**config.mk**
```make
export PLATFORM = sky130hd
export DESIGN_NAME = best_fit_free_list_allocator
export DESIGN_NICKNAME = d
export VERILOG_FILES = /design/src/sv/bffa_pkg.sv /design/src/sv/bffa_extent_store.sv /design/src/sv/best_fit_free_list_allocator.sv
export SDC_FILE = /design/constraint.sdc
export NUM_CORES = 2
export LEC_CHECK = 0
export BUFFER_PORTS_ARGS = -buffer_cell sky130_fd_sc_hd__buf_2
export CAP_MARGIN = 20
export CORE_ASPECT_RATIO = 0.75
export CORE_MARGIN = 2
export CORE_UTILIZATION = 48
export DETAILED_ROUTE_END_ITERATION = 16
export GPL_ROUTABILITY_DRIVEN = 0
export SYNTH_ARGS = -nofsm -noshare
export SYNTH_HDL_FRONTEND = slang
export SYNTH_SLANG_ARGS = --single-unit
```
**constraint.sdc**
```tcl
create_clock -name i_clk -period 12.35 [get_ports i_clk]
set_input_delay 0.6175 -clock i_clk [delete_from_list [all_inputs] [get_ports i_clk]]
set_output_delay 0.6175 -clock i_clk [all_outputs]
set_load 0.005 [all_outputs]
```
**src/sv/bffa_pkg.sv**
```systemverilog
`timescale 1ns / 1ps
// ----------------------------------------------------------------------------
// Best-fit allocator package
// Shared sizes, status codes, sequencer states and the extent write bundle.
// ----------------------------------------------------------------------------
package bffa_pkg;

    localparam logic [7:0] HEAP_BYTES   = 8'd128;
    localparam logic [7:0] HEADER_BYTES = 8'd4;
    localparam int LIST_ENTRIES = 64;
    localparam int LIST_IDX_W   = $clog2(LIST_ENTRIES);
    localparam int COUNT_W      = $clog2(LIST_ENTRIES + 1);
    localparam int REC_DEPTH    = 128;
    localparam int REC_IDX_W    = $clog2(REC_DEPTH);

    localparam int IN_DATA_W  = 16;
    localparam int OUT_DATA_W = 24;

    typedef enum logic [1:0] {
        ST_OK        = 2'd0,
        ST_TOO_LARGE = 2'd1,
        ST_NO_FIT    = 2'd2,
        ST_LIST_FULL = 2'd3
    } t_status;

    typedef enum logic [1:0] {
        S_IDLE,
        S_SCAN,
        S_COMMIT,
        S_FREE_WB
    } t_state;

    typedef enum logic {
        MODE_ALLOC = 1'b0,
        MODE_FREE  = 1'b1
    } t_mode;

    typedef struct packed {
        logic                  en;
        logic [LIST_IDX_W-1:0] idx;
        logic [7:0]            start;
        logic [7:0]            bytes;
    } t_ext_wr;

endpackage

```
**src/sv/bffa_extent_store.sv**
```systemverilog
`timescale 1ns / 1ps
// ----------------------------------------------------------------------------
// Extent list store
// Start and size memories of the free extents, one write and one registered
// read per cycle. Entry 0 reads as the whole heap until it is first written.
// ----------------------------------------------------------------------------
module bffa_extent_store (
    input  logic                       i_clk,
    input  logic                       i_rst_n,
    input  logic [bffa_pkg::LIST_IDX_W-1:0] i_rd_idx,
    input  bffa_pkg::t_ext_wr          i_wr,
    output logic [7:0]                 o_rd_start,
    output logic [7:0]                 o_rd_bytes
);
    import bffa_pkg::*;

    logic [7:0] r_start_mem [LIST_ENTRIES];
    logic [7:0] r_bytes_mem [LIST_ENTRIES];
    logic [7:0] r_rd_start;
    logic [7:0] r_rd_bytes;
    logic       r_rd_is0;
    logic       r_e0_written;

    always_ff @(posedge i_clk) begin
        if (i_wr.en) begin
            r_start_mem[i_wr.idx] <= i_wr.start;
            r_bytes_mem[i_wr.idx] <= i_wr.bytes;
        end
        r_rd_start <= r_start_mem[i_rd_idx];
        r_rd_bytes <= r_bytes_mem[i_rd_idx];
    end

    always_ff @(posedge i_clk) begin
        if (!i_rst_n) begin
            r_e0_written <= 1'b0;
            r_rd_is0     <= 1'b0;
        end else begin
            r_rd_is0 <= (i_rd_idx == '0);
            if (i_wr.en && i_wr.idx == '0) begin
                r_e0_written <= 1'b1;
            end
        end
    end

    // entry 0 holds the whole heap until an allocation rewrites it
    assign o_rd_start = (r_rd_is0 && !r_e0_written) ? 8'd0 : r_rd_start;
    assign o_rd_bytes = (r_rd_is0 && !r_e0_written) ? HEAP_BYTES : r_rd_bytes;

endmodule

```
**src/sv/best_fit_free_list_allocator.sv**
```systemverilog
`timescale 1ns / 1ps
// ----------------------------------------------------------------------------
// Best-fit free-list allocator
// Small heap manager: best-fit allocate from a list of free extents, and
// free by appending the released block as a new extent.
// ----------------------------------------------------------------------------
// One request is handled at a time. An allocate scans the extent list with a
// single compare unit. The extent memory read is registered, and the scan
// handles one entry per cycle. A successful allocate registers its result
// in the commit state that follows the scan. When no extent fits, the scan
// state registers the result as the scan ends. A free registers the size
// lookup at the transfer, and the append in the free write-back state
// registers the result. A rejected request shows its result at the transfer
// edge itself. The input side is ready again in the cycle after the result
// transfer. A request above the heap size, no extent large enough, or a free
// with a full list gives an error status with zero address and size and
// leaves the heap unchanged.
// ----------------------------------------------------------------------------
module best_fit_free_list_allocator (
    input  logic                              i_clk,
    input  logic                              i_rst_n,
    input  logic                              i_s_axis_tvalid,
    output logic                              o_s_axis_tready,
    // [7:0] request_bytes, [15:8] free_address
    input  logic [bffa_pkg::IN_DATA_W-1:0]    i_s_axis_tdata,
    // [0] mode
    input  logic                              i_s_axis_tuser,
    output logic                              o_m_axis_tvalid,
    input  logic                              i_m_axis_tready,
    // [1:0] status, [9:2] user_address, [17:10] block_bytes, [23:18] zero
    output logic [bffa_pkg::OUT_DATA_W-1:0]   o_m_axis_tdata
);
    import bffa_pkg::*;

    t_state                 r_state, n_state;
    logic [COUNT_W-1:0]     r_count, n_count;
    logic [COUNT_W-1:0]     r_idx, n_idx;
    logic                   r_rd_valid, n_rd_valid;
    logic [LIST_IDX_W-1:0]  r_rd_idx, n_rd_idx;
    logic [7:0]             r_total, n_total;
    logic                   r_found, n_found;
    logic [LIST_IDX_W-1:0]  r_best_idx, n_best_idx;
    logic [7:0]             r_best_start, n_best_start;
    logic [7:0]             r_best_bytes, n_best_bytes;
    logic [7:0]             r_fstart, n_fstart;

    logic                   r_out_valid, n_out_valid;
    t_status                r_out_status, n_out_status;
    logic [7:0]             r_out_addr, n_out_addr;
    logic [7:0]             r_out_bytes, n_out_bytes;

    logic [7:0]             r_rec_mem [REC_DEPTH];
    logic [7:0]             r_rec_rd;
    logic                   rec_we;
    logic [REC_IDX_W-1:0]   rec_waddr;
    logic [REC_IDX_W-1:0]   rec_raddr;

    t_ext_wr                ext_wr;
    logic [LIST_IDX_W-1:0]  ext_rd_idx;
    logic [7:0]             ext_rd_start;
    logic [7:0]             ext_rd_bytes;

    logic                   in_xfer;
    logic                   out_xfer;
    logic [7:0]             in_req;
    logic [7:0]             in_faddr;
    logic [8:0]             req_sum;
    logic [7:0]             free_start;
    logic                   scan_done;
    logic                   cand_hit;

    assign in_req     = i_s_axis_tdata[7:0];
    assign in_faddr   = i_s_axis_tdata[15:8];
    assign req_sum    = {1'b0, in_req} + {1'b0, HEADER_BYTES};
    assign free_start = in_faddr - HEADER_BYTES;

    assign o_s_axis_tready = (r_state == S_IDLE) && !r_out_valid;
    assign in_xfer  = i_s_axis_tvalid && o_s_axis_tready;
    assign out_xfer = r_out_valid && i_m_axis_tready;

    assign scan_done = (r_idx >= r_count) && !r_rd_valid;
    assign cand_hit  = r_rd_valid && (ext_rd_bytes >= r_total)
                       && (!r_found || ext_rd_bytes < r_best_bytes);

    bffa_extent_store u_ext (
        .i_clk      (i_clk),
        .i_rst_n    (i_rst_n),
        .i_rd_idx   (ext_rd_idx),
        .i_wr       (ext_wr),
        .o_rd_start (ext_rd_start),
        .o_rd_bytes (ext_rd_bytes)
    );

    // recorded block sizes, indexed by block start offset
    assign rec_raddr = free_start[REC_IDX_W-1:0];

    always_ff @(posedge i_clk) begin
        if (rec_we) begin
            r_rec_mem[rec_waddr] <= r_total;
        end
        r_rec_rd <= r_rec_mem[rec_raddr];
    end

    // next state
    always_comb begin
        n_state = r_state;
        case (r_state)
            S_IDLE: begin
                if (in_xfer) begin
                    if (t_mode'(i_s_axis_tuser) == MODE_ALLOC) begin
                        if (in_req <= HEAP_BYTES) begin
                            n_state = S_SCAN;
                        end
                    end else if (r_count < COUNT_W'(LIST_ENTRIES)) begin
                        n_state = S_FREE_WB;
                    end
                end
            end
            S_SCAN: begin
                if (scan_done) begin
                    n_state = r_found ? S_COMMIT : S_IDLE;
                end
            end
            S_COMMIT:  n_state = S_IDLE;
            S_FREE_WB: n_state = S_IDLE;
            default:   n_state = S_IDLE;
        endcase
    end

    // datapath and outputs
    always_comb begin
        n_count      = r_count;
        n_idx        = r_idx;
        n_rd_valid   = 1'b0;
        n_rd_idx     = r_rd_idx;
        n_total      = r_total;
        n_found      = r_found;
        n_best_idx   = r_best_idx;
        n_best_start = r_best_start;
        n_best_bytes = r_best_bytes;
        n_fstart     = r_fstart;
        n_out_valid  = out_xfer ? 1'b0 : r_out_valid;
        n_out_status = r_out_status;
        n_out_addr   = r_out_addr;
        n_out_bytes  = r_out_bytes;
        ext_rd_idx   = r_idx[LIST_IDX_W-1:0];
        ext_wr       = '0;
        rec_we       = 1'b0;
        rec_waddr    = r_best_start[REC_IDX_W-1:0];
        case (r_state)
            S_IDLE: begin
                if (in_xfer) begin
                    n_total  = req_sum[7:0];
                    n_fstart = free_start;
                    n_idx    = '0;
                    n_found  = 1'b0;
                    if (t_mode'(i_s_axis_tuser) == MODE_ALLOC) begin
                        if (in_req > HEAP_BYTES) begin
                            n_out_valid  = 1'b1;
                            n_out_status = ST_TOO_LARGE;
                            n_out_addr   = '0;
                            n_out_bytes  = '0;
                        end
                    end else if (r_count >= COUNT_W'(LIST_ENTRIES)) begin
                        n_out_valid  = 1'b1;
                        n_out_status = ST_LIST_FULL;
                        n_out_addr   = '0;
                        n_out_bytes  = '0;
                    end
                end
            end
            S_SCAN: begin
                // compare the entry read last cycle; strict less keeps the lowest on a tie
                if (cand_hit) begin
                    n_found      = 1'b1;
                    n_best_idx   = r_rd_idx;
                    n_best_start = ext_rd_start;
                    n_best_bytes = ext_rd_bytes;
                end
                // issue the next read
                if (r_idx < r_count) begin
                    n_rd_valid = 1'b1;
                    n_rd_idx   = r_idx[LIST_IDX_W-1:0];
                    n_idx      = r_idx + COUNT_W'(1);
                end
                if (scan_done && !r_found) begin
                    n_out_valid  = 1'b1;
                    n_out_status = ST_NO_FIT;
                    n_out_addr   = '0;
                    n_out_bytes  = '0;
                end
            end
            S_COMMIT: begin
                // carve the block from the front of the best extent
                ext_wr.en    = 1'b1;
                ext_wr.idx   = r_best_idx;
                ext_wr.start = r_best_start + r_total;
                ext_wr.bytes = r_best_bytes - r_total;
                rec_we       = 1'b1;
                n_out_valid  = 1'b1;
                n_out_status = ST_OK;
                n_out_addr   = r_best_start + HEADER_BYTES;
                n_out_bytes  = r_total;
            end
            S_FREE_WB: begin
                // append the released block as a new extent
                ext_wr.en    = 1'b1;
                ext_wr.idx   = r_count[LIST_IDX_W-1:0];
                ext_wr.start = r_fstart;
                ext_wr.bytes = r_rec_rd;
                n_count      = r_count + COUNT_W'(1);
                n_out_valid  = 1'b1;
                n_out_status = ST_OK;
                n_out_addr   = '0;
                n_out_bytes  = r_rec_rd;
            end
            default: begin
                n_out_valid = r_out_valid;
            end
        endcase
    end

    always_ff @(posedge i_clk) begin
        if (!i_rst_n) begin
            r_state     <= S_IDLE;
            r_count     <= COUNT_W'(1);
            r_rd_valid  <= 1'b0;
            r_found     <= 1'b0;
            r_out_valid <= 1'b0;
        end else begin
            r_state     <= n_state;
            r_count     <= n_count;
            r_rd_valid  <= n_rd_valid;
            r_found     <= n_found;
            r_out_valid <= n_out_valid;
        end
    end

    always_ff @(posedge i_clk) begin
        r_idx        <= n_idx;
        r_rd_idx     <= n_rd_idx;
        r_total      <= n_total;
        r_best_idx   <= n_best_idx;
        r_best_start <= n_best_start;
        r_best_bytes <= n_best_bytes;
        r_fstart     <= n_fstart;
        r_out_status <= n_out_status;
        r_out_addr   <= n_out_addr;
        r_out_bytes  <= n_out_bytes;
    end

    assign o_m_axis_tvalid = r_out_valid;
    assign o_m_axis_tdata  = {6'd0, r_out_bytes, r_out_addr, r_out_status};

`ifndef SYNTHESIS
    a_count_range: assert property (@(posedge i_clk) disable iff (!i_rst_n)
        (r_count >= COUNT_W'(1)) && (r_count <= COUNT_W'(LIST_ENTRIES)))
        else $error("extent count out of range");

    a_free_appends: assert property (@(posedge i_clk) disable iff (!i_rst_n)
        (r_state == S_FREE_WB) |=> (r_count == $past(r_count) + COUNT_W'(1)))
        else $error("free did not append an extent");

    a_commit_fits: assert property (@(posedge i_clk) disable iff (!i_rst_n)
        (r_state == S_COMMIT) |-> (r_found && r_best_bytes >= r_total))
        else $error("committed extent too small");

    a_error_zero: assert property (@(posedge i_clk) disable iff (!i_rst_n)
        (r_out_valid && r_out_status != ST_OK) |-> (r_out_addr == '0 && r_out_bytes == '0))
        else $error("error result carries nonzero fields");

    a_busy_no_result: assert property (@(posedge i_clk) disable iff (!i_rst_n)
        (r_state == S_SCAN && !scan_done) |=> !$rose(r_out_valid))
        else $error("result raised while scan still running");
`endif

endmodule

```
# --- Yosys cells after proc, flatten, opt, wreduce, memory -nomap -nowiden ---
# Memory sizes are Yosys's and may differ from the RTL's. A register that Yosys moved wholly into a read port is not among the register bits.
# Cells that the tools add are included.
word_totals:
  register_bits: 83
  mem_bits_rw: 2048
  inputBits: 21
  output_inout_bits: 26
  elab_cells: 115
  mem_count: 3
mem_list:
  columns: ["name", "depth", "word_bits", "read_ports", "rd_clocked_by_memory_dff", "write_ports", "line", "source"]
  rows:
  - ["r_rec_mem", 128, 8, 1, 1, 1, "best_fit_free_list_allocator.sv:52", "logic [7:0] r_rec_mem [REC_DEPTH];"]
  - ["u_ext.r_bytes_mem", 64, 8, 1, 1, 1, "bffa_extent_store.sv:18", "logic [7:0] r_bytes_mem [LIST_ENTRIES];"]
  - ["u_ext.r_start_mem", 64, 8, 1, 1, 1, "bffa_extent_store.sv:17", "logic [7:0] r_start_mem [LIST_ENTRIES];"]
classes:
  add_sub_neg: 7
  n_lt_le_gt_ge: 8
  n_eq_ne: 12
  muxes: 41
  reduce_logical: 27
ops:
  columns: ["cell", "count"]
  rows:
  - ["$pmux W8 S4", 2]
  - ["$mux W8", 6]
  - ["$pmux W23 S2", 1]
  - ["$mux W2", 11]
  - ["$add A8 B3 Y8 const B", 2]
  - ["$add A7 B1 Y7 const B", 2]
  - ["$mux W1", 14]
  - ["$mux W7", 2]
  - ["$pmux W7 S2", 1]
  - ["$logic_not A6 Y1", 2]
  - ["$ne A3 B2 Y1 const B", 4]
  - ["$pmux W2 S3", 2]
  - ["$ne A2 B2 Y1 const B", 5]
  - ["$logic_and A1 B1 Y1", 9]
  - ["$add A8 B8 Y8", 1]
  - ["$ge A8 B8 Y1", 1]
  - ["$gt A8 B8 Y1 const B", 1]
  - ["$le A8 B8 Y1 const B", 1]
  - ["$lt A8 B8 Y1", 1]
  - ["$reduce_and A2 Y1", 4]
  - ["$reduce_and A4 Y1", 2]
  - ["$sub A8 B3 Y8 const B", 1]
  - ["$sub A8 B8 Y8", 1]
  - ["$ge A7 B7 Y1", 1]
  - ["other kinds (13)", 18]

# --- Logic depth before layout (Yosys ltp) ---
depth:
  ltp_word: 8
  depth_mapped: 12
  ltp_nobuf: 10

# --- Hierarchy ---
# Synthesis repeated with hierarchy kept, for this count alone.
hier_totals:
  hier_cells: 4124
  area_unflattened_um2: 84493.5
modules_own_cells:
  columns: ["mod", "n_inst", "cells_each", "area_per_inst_um2", "seq_area_each_um2"]
  rows:
  - ["best_fit_free_list_allocator", 1, 2360, 44545.2, 33221.9]
  - ["bffa_extent_store", 1, 1764, 39948.3, 31109.8]

# --- Worst setup path before layout ---
# No wires, ideal clock.
synth_path:
  kind: "flip-flop to flip-flop"
  from: "reg r_total[1]"
  to: "mem u_ext.r_bytes_mem[0][6] (data pin)"
  setup_time_ns: 0.701
  arrival_time_ns: 5.954
  required_time_ns: 11.649
  path_slack_ns: 5.695
  path_stages_with_launch: 9
  path_buffers: 0
  synth_period_minus_slack_ns: 6.655
  path_cell_list: "edfxtp_1 inv_1 fa_1 a21oi_1 o21bai_1 a21o_1 a21oi_1 xor2_1 o21ai_0"
synth_lines:
  columns: ["item", "line", "source"]
  rows:
  - ["start: declaration", "best_fit_free_list_allocator.sv:40", "logic [7:0] r_total, n_total;"]
  - ["start signal: assignment", "best_fit_free_list_allocator.sv:242", "r_total <= n_total;"]
  - ["end: declaration", "bffa_extent_store.sv:18", null]

==> impl_metrics.ini <==
[clocking]
clk_latency_ps = 850
post-cts-setup-buffer-count = 0
tritoncts = done
path_clk_slew_ps = 60
clock-sinks = 2155
cts_made_buffers = 204
ctsLongestPathBuffers = 3
cts_max_level = 4
clock-root-buffer = clkbuf_16
cts_resized = 0

[floorplan]
dieArea_mm2 = 0.1781
rows = 132
dieWidth_um = 486.6
ios = 47
coreArea_mm2 = 0.1731
die_h_um = 366.0
initial_core_util_pct = 48.45

[grt]
grt_use_met2_pct = 32.19
gr-total-overflow = 0
grt_max_degree = 129
use_met1_pct = 38.20
antenna_found_initial = 11
met3_usage_pct = 4.959
grt.busiest_layer = met1
grtUsageTotal_pct = 23.30
grt_pass1_vias = 40000
grt_pass1_wl_mm = 297.2

[sta]
slew_headroom_pct = 28.93
grt_setup_unrepaired = false
worst_pin_slew_ps = 1066
skew_ps = 33.94
setup_viol = 0
finalHoldViolCount = 0
fmax_mhz = 225.8
finalCriticalPeriod_ps = 4428
setup_tns_ps = 0
finalMaxSlewViolations = 0
period_share_pct = 35.86

[final_layout]
fillers = 12980
largestRegisters = r_rec_mem: 1024 flops, u_ext.r_bytes_mem: 512 flops, u_ext.r_start_mem: 512 flops
syn_to_final_growth_pct = 12.26
fin_area_mm2 = 0.09413
largest_register_ffs = 1024
largest_register = r_rec_mem
drive_gt1_share_pct = 26.82
nets = 4168

[synthesis]
synthCells = 3927
synthArstFlopShare_pct = 0
synth.distinct_cells = 55
syn_area_per_cell_um2 = 21.35
yosysWarnings = 0
ys.flop_type = edfxtp_1
netlist_area_mm2 = 0.08385
synth_edf_count = 2117
synth-seq-area-share_pct = 76.72
ys_ff_latch = 2155

[drt]
final_antenna_net_count = 0
dr.pass1.iters = 6
drtIter0Drc = 5624
vias_per_cell = 6.202
wl_per_cell_um = 31.64
wirelength_mm = 207.7
via_count = 40700
drc = 0

[critical_path]
cp_cell_sequence = buf_4 > buf_12 > buf_4 > mux4_2 > mux4_2 > mux4_2
crit_fanout = 102
cp-end-kind = flop
crit_path_start_kind = flop
crit_slowest_cell = buf_4
critPathMaxStageDelay_ps = 870
crit_required_ps = 13040
crit_top_cell = mux4_2
arrival_ps = 5120
critPathKind = reg2reg

[pwr]
power-per-cell-area_mw_per_mm2 = 171.2
irDropWorstVdd_v = 0.0001366
p_leak_nw = 30.55

[placement]
dp_hpwl_mm = 118.6
dpl_cell_area_mm2 = 0.08741
place.port_buffers = 40

[worst_hold_path]
hp-class = in2reg

[flow_run]
cap_violations = 0

[outcome]
outcome = finished, final reports clean
==> synth_stat cells, types with 4 or more instances <==
cell type / count / area (um2)
clkbuf_1: 129 / 484.2
dfxtp_1: 38 / 760.7
buf_2: 50 / 250.2
nand2b_1: 6 / 37.54
o21a_1: 5 / 37.54
xor2_1: 12 / 105.1
nor2_1: 228 / 855.8
and3_1: 4 / 25.02
nor2b_1: 20 / 125.1
nand3_1: 88 / 440.4
inv_1: 39 / 146.4
o21ai_0: 20 / 100.1
ha_1: 41 / 513.0
mux2i_1: 40 / 400.4
and2_1: 41 / 256.5
nand2_1: 248 / 930.9
nand4_1: 45 / 281.5
or3_1: 4 / 25.02
xnor2_1: 22 / 192.7
buf_4: 9 / 67.56
a21o_1: 10 / 75.07
a21oi_1: 20 / 100.1
mux2_2: 4 / 45.04
buf_1: 20 / 75.07
edfxtp_1: 2117 / 63570
a32oi_1: 33 / 289.0
mux4_2: 591 / 13310
nor3_1: 6 / 30.03
==> area by class of cell <==
cell class,count,area (um2),share of cell area [%]
clock inverters,130,1245,1.323
diodes,5,12.51,0.01329
multi-input cells,1526,18780,19.95
clock buffers,252,5399,5.736
well taps,2278,2850,3.028
inverters,41,156.4,0.1662
repair buffers,176,1356,1.441
flip-flops and latches,2155,64330,68.35
==> cells by family (layout without fill, tap and decap cells) <==
kind of cell | count (synthesis) | count (layout) | synth area share [%]
DFF | 2155 | 2155 | 76.72
adders and majority gates | 44 | 44 | 0.6715
other | 1 | 11 | 0.004472
AOI/OAI and AO/OA | 110 | 110 | 0.9356
xor gates and xnor gates | 34 | 34 | 0.3551
and+or+nand+nor | 697 | 697 | 3.653
muxes | 635 | 635 | 16.40
buffers and inverters | 251 | 599 | 1.256
==> routing by layer <==
metal | wire length [um] | vias up
met3 | 19900 | 237
met4 | 3339 | 0
li1 | - | 16580
met2 | 89360 | 1837
met1 | 95060 | 22050
met5 | 0 | -
==> power by group <==
part	internal [W]	total, W	switching (W)
combinational	0.000587	0.00157	0.000979
clock	0.00354	0.00626	0.00271
sequential	0.00822	0.00829	0.0000728
total	0.0124	0.0161	0.00377
==> critical path, delay by kind of cell (launching register included) <==
family,cells,cell delay (ps)
DFF,1,390
buffers and inverters,3,2040
muxes,3,1610
==> worst paths after layout <==
| path | from | end | slack (ps) | depth (start not counted) |
|---|---|---|---|---|
| worst max-delay path | r_idx[0] | u_ext.r_rd_bytes[1] | 7920 | 6 |
| worst min-delay path | i_s_axis_tdata[2] | r_total[2] | 90 | 2 |
| worst max register to register | r_idx[0] | u_ext.r_rd_bytes[1] | 7920 | 6 |
| worst min register to register | r_rd_idx[3] | r_best_idx[3] | 420 | 0 |
==> placed cells by master, fill, tap and decap left out, types with 6 or more instances in the layout <==
| cell | instances |
|---|---|
| dfxtp_1 | 36 |
| a32oi_1 | 33 |
| nand4_1 | 45 |
| buf_2 | 38 |
| nand3_1 | 87 |
| inv_6 | 6 |
| edfxtp_1 | 2117 |
| ha_1 | 41 |
| nor3_1 | 6 |
| o21ai_0 | 16 |
| bufinv_16 | 21 |
| nor2_1 | 170 |
| clkbuf_16 | 207 |
| clkinv_1 | 51 |
| nor2_2 | 57 |
| clkbuf_1 | 40 |
| a21oi_1 | 19 |
| xnor2_1 | 21 |
| buf_12 | 6 |
| nand2b_1 | 6 |
| clkinv_2 | 38 |
| buf_4 | 123 |
| nand2_1 | 244 |
| clkinvlp_4 | 7 |
| and2_1 | 36 |
| mux2i_1 | 40 |
| a21o_1 | 10 |
| conb_1 | 6 |
| mux4_2 | 591 |
| nor2b_1 | 18 |
| inv_1 | 39 |
| xor2_1 | 12 |
==> metrics by stage <==
step	setup WS [ps]	cells	power, W	util, %	hold slack, ps
3_5_place_dp	7710	6172	0.01003	50.50	405.7
2_1_floorplan	5695	3932	0.009400	-	400.3
6_report	7922	6563	0.01612	54.38	87.91
4_1_cts	7782	6556	0.01624	54.35	29.86
5_1_grt	7557	6558	0.01662	54.38	60.08
3_3_place_gp	7685	6168	0.01001	50.47	401.4
==> timing repair <==
item | CTS | global route
setup endpoints to repair | 0 | 0
hold endpoints to repair | 2 | 0
hold buffers | 2 | 0
No activity file was read; power rests on OpenSTA's default activity.
